## config.mk

```make
export PLATFORM = sky130hd
export DESIGN_NAME = nsr_ctrl
export DESIGN_NICKNAME = d
export VERILOG_FILES = /design/src/nsr_pkg.sv /design/src/nsr_ctrl.sv
export SDC_FILE = /design/constraint.sdc
export NUM_CORES = 1
export LEC_CHECK = 0
export BUFFER_PORTS_ARGS = -buffer_cell sky130_fd_sc_hd__buf_2
export CAP_MARGIN = 10
export CORE_AREA = 2 2 39 41
export DETAILED_ROUTE_END_ITERATION = 10
export DIE_AREA = 0 0 41 43
export GPL_ROUTABILITY_DRIVEN = 0
export SYNTH_ARGS = -nofsm -noshare
export SYNTH_HDL_FRONTEND = slang
export SYNTH_SLANG_ARGS = --single-unit
```

## constraint.sdc

```tcl
create_clock -name clk -period 1.1 [get_ports clk]
set_input_delay 0.11 -clock clk [delete_from_list [all_inputs] [get_ports clk]]
set_output_delay 0.11 -clock clk [all_outputs]
set_load 0.02 [all_outputs]
```

## src/nsr_pkg.sv

```systemverilog
// Package for the nearest sphere on ray search block.
// Holds shared constants, the controller state type and the command/status structs.
`timescale 1ns / 1ps

package nsr_pkg;

  // Default table depth.
  localparam int SLOTS_DEF = 256;

  // Field widths fixed by the interface.
  localparam int VEC_W  = 24;
  localparam int RAD_W  = 8;
  localparam int SLOT_W = 8;
  localparam int CNT_W  = 9;
  localparam int ENTRY_W = 3 * VEC_W + RAD_W;

  // Request kinds.
  localparam logic KIND_LOAD  = 1'b0;
  localparam logic KIND_QUERY = 1'b1;

  // Controller states.
  typedef enum logic [2:0] {
    ST_IDLE,
    ST_RDQ,
    ST_CAPQ,
    ST_SCAN,
    ST_DRAIN,
    ST_DONE
  } state_t;

  // Commands from the controller to the datapath.
  typedef struct packed {
    logic accept;     // input request taken this cycle
    logic capture_q;  // latch querying sphere and move length squared
    logic issue;      // read the next scan slot
    logic push;       // load the result register
  } cmd_t;

  // Status from the datapath to the controller.
  typedef struct packed {
    logic scan_done;  // every active slot has been issued
    logic pipe_busy;  // candidates still in flight
    logic out_busy;   // result register full and not taken this cycle
  } status_t;

endpackage

```

## src/nsr_ctrl.sv

```systemverilog
// Controller state machine for the nearest sphere search.
// Depends on nsr_pkg for the state type and the command/status structs.
`timescale 1ns / 1ps

module nsr_ctrl
  import nsr_pkg::*;
(
  input  logic    clk,
  input  logic    rst_n,
  input  logic    in_valid,
  input  logic    in_kind,
  input  logic    in_slot_ok,
  output logic    in_ready,
  input  status_t status,
  output cmd_t    cmd
);

  state_t state_r, state_nxt;
  logic   accept;

  assign accept = in_valid && in_ready;

  // State register.
  always_ff @(posedge clk) begin
    if (!rst_n) begin
      state_r <= ST_IDLE;
    end else begin
      state_r <= state_nxt;
    end
  end

  // Next state.
  always_comb begin
    state_nxt = state_r;
    case (state_r)
      ST_IDLE: begin
        if (accept && in_kind == KIND_QUERY) begin
          state_nxt = in_slot_ok ? ST_RDQ : ST_DONE;
        end
      end
      ST_RDQ:  state_nxt = ST_CAPQ;
      ST_CAPQ: state_nxt = ST_SCAN;
      ST_SCAN: begin
        if (status.scan_done) begin
          state_nxt = ST_DRAIN;
        end
      end
      ST_DRAIN: begin
        if (!status.pipe_busy) begin
          state_nxt = ST_DONE;
        end
      end
      ST_DONE: begin
        if (!status.out_busy) begin
          state_nxt = ST_IDLE;
        end
      end
      default: state_nxt = ST_IDLE;
    endcase
  end

  // Outputs.
  always_comb begin
    in_ready      = 1'b0;
    cmd.accept    = 1'b0;
    cmd.capture_q = 1'b0;
    cmd.issue     = 1'b0;
    cmd.push      = 1'b0;
    case (state_r)
      ST_IDLE: begin
        in_ready   = 1'b1;
        cmd.accept = in_valid;
      end
      ST_CAPQ: cmd.capture_q = 1'b1;
      ST_SCAN: cmd.issue = !status.scan_done;
      ST_DONE: cmd.push = !status.out_busy;
      default: ;
    endcase
  end

endmodule

```

==> run_results.csv <==
group,metric,value,unit
worst_setup_path,crit_path_max_fanout,6,
timing,fin_crit,1240,ps
clock_tree,insertion_delay,240,ps
pwr,ir_drop,651,µV
synth,syn_inst,29,
pwr,power_frac_seq,21.8,%
worst_setup_path,startpoint,"state_r[1]",
clock_tree,clock_path_buffers,2,
detailed_routing,dr.pass1.iters,2,
floorplan,core.rowCount,14,
layout,layout.cells.non_filler,68,
floorplan,io_pins,13,
layout,antenna_cells_inserted,0,
layout,largest-register,"state_r",
synth,ys_seq_area_share,26.2,%
worst_setup_path,r2r-end,"state_r[0]",
detailed_routing,routedWlPerCell,10.0,µm
worst_setup_path,arrival,1130,ps
layout,syn_to_final_growth,108,%
synth,synth_edf_count,0,
clock_tree,cts-root-buf,"clkbuf_4",
worst_hold_path,min_path_type,"input port to register",
pwr,power.switching,253,µW
timing,setup_violations,6,
detailed_routing,postRouteAntennaNets,0,
timing,tightestPinTransition,194,ps
synth,synth_nets,37,
timing,period_share,112,%
synth,ys_seq_elements,3,
timing,slew_viol_final,0,
detailed_routing,via_per_inst,4.35,
worst_setup_path,reg2reg_depth,3,
timing,grt_setup_unrepaired,"yes",
synth,yosysTopAreaCellShare,26.2,%
grt,globalRoute.totalOverflow,0,
grt,grt_use_total,8.53,%
worst_setup_path,timing.rr.start,"state_r[1]",
clock_tree,clk_pin_slew,40,ps
clock_tree,cts_sinks,3,
synth,syn-cell-area,229,µm²
layout,top_regs,"state_r (3)",
pwr,p_leak,0.220,nW
layout,drive_above_1_share,71.2,%
floorplan,floorplan.die.width,41,µm
detailed_routing,vias,296,
placement,hpwl,435,µm
synth,synth_area_leaders,"dfxtp_1, a21oi_1, buf_4",
timing,fin_skew,6.73,ps
placement,port_buffers,12,
synth,synth_common_cells,"a21oi_1, dfxtp_1",
worst_setup_path,endpoint_kind,"output port",
synth,ys_types,20,
clock_tree,cts_made_buffers,3,
pwr,p_comb_share,51.7,%
grt,antenna_found_initial,0,
run_status,status,"complete, but fails checks",
floorplan,core,1380,µm²
detailed_routing,routed_wl,680,µm
synth,ys_async_sr_fraction,0,%
worst_setup_path,path_class,"register to output port",
detailed_routing,drc,0,
synth,yosysTopAreaCell,"dfxtp_1",
layout,fin_nets,61,
floorplan,fp.dieArea,1760,µm²
grt,grt_max_degree,8,
floorplan,start_util,16.5,%
worst_setup_path,required,990,ps
pwr,power_switching_share,33.9,%
grt,grt_pass1_vias,247,
pwr,power,748,µW
clock_tree,cts_tree,"yes",
grt,grt_pass1_wl,979,µm
pwr,p_per_area,1570,nW/µm²
timing,worst_slack,-136,ps
worst_setup_path,endpoint,"cmd[3]",
timing,fmax,0.809,GHz
synth,ys_warn_count,0,
synth,synth_area_per_cell,7.90,µm²
pwr,p_clk_share,26.5,%
worst_setup_path,r2r_slack,-10,ps
placement,place_inst,60,
pwr,p_int,495,µW
worst_setup_path,cp-start-kind,"register",
timing,max_slew_margin,86.9,%
timing,final-hold-violation-count,0,
run_status,violations,"setup timing",
clock_tree,cts-htree-levels,1,
synth,synth-main-ff-cell,"dfxtp_1",
flow_run,max-cap-violations,0,
detailed_routing,drtIter0Drc,6,
floorplan,die_h,43,µm
layout,largest_reg_flops,3,
-- cells in the final DEF, fill, tap and decap left out, types with 2 or more instances in the layout --
master | synthesis | final
buf_6 | 1 | 5
nor3b_4 | 0 | 2
a21oi_1 | 3 | 3
buf_4 | 2 | 10
dfxtp_4 | 0 | 2
a31oi_1 | 2 | 2
buf_2 | 0 | 8
clkbuf_4 | 0 | 3
nand2_1 | 2 | 2
and2_4 | 0 | 2
-- through the flow --
step | utilization [%] | setup TNS, ps | hold WS (ps) | area (µm²) | worst slack, ps
after floorplan | - | -69.3 | 256 | 256 | -37.2
after global placement | 25.9 | -45.7 | 399 | 358 | -29.3
after detailed placement | 25.9 | -63.2 | 399 | 358 | -40.1
after CTS | 32.0 | -460 | 142 | 443 | -143
after global routing | 34.4 | -730 | 138 | 477 | -190
final | 34.4 | -429 | 154 | 477 | -136
-- critical path, cell delays in order, from the launching register on --
cell and delay [ps]:
dfxtp_4 360, buf_6 120, nor3_4 150, and2_4 160, buf_6 100
-- worst min-delay path by stage --
stage	end	startpoint	depth (start not counted)	slack (ps)
after floorplan	state_r[0]	rst_n	1	260
final	state_r[0]	rst_n	2	150
after detailed placement	state_r[0]	rst_n	2	400
after global routing	state_r[1]	rst_n	2	140
after CTS	state_r[0]	rst_n	2	140
after global placement	state_r[0]	rst_n	2	400
-- final cells by class --
class	instances	area, µm²
Inverter	2	7.51
Sequential cell	3	68.8
Tap cell	16	20.0
Fill cell	153	907
Multi-Input combinational cell	20	183
Timing Repair Buffer	23	171
Clock buffer	4	26.3
-- power by group through the flow --
stage	Sequential, mW	Clock, mW	Combinational (mW)
floorplan	0.135	0	0.217
global placement	0.159	0	0.280
detailed placement	0.160	0	0.279
CTS	0.160	0.206	0.347
global route	0.167	0.221	0.420
finish	0.163	0.198	0.387
-- timing repair --
action,in CTS,in global routing
gates resized for setup,16,5
pin swaps,4,1
endpoints found under the setup margin,6,7
hold endpoints to repair,0,0
hold buffers,0,0
setup buffers,3,2
-- per-layer routing --
metal	up-vias	GRT usage, %	part of all wire, %
met3	0	6.28	5.4
met4	0	4.00	0
li1	151	-	-
met2	11	9.69	46
met1	134	11.5	49
met5	-	0	0
-- cell families after synthesis --
kind of cell	synth area share [%]
compound gates	19.1
buf+inv	16.4
flops	26.2
simple gates	38.2
Power figures use the tool's default switching activity.
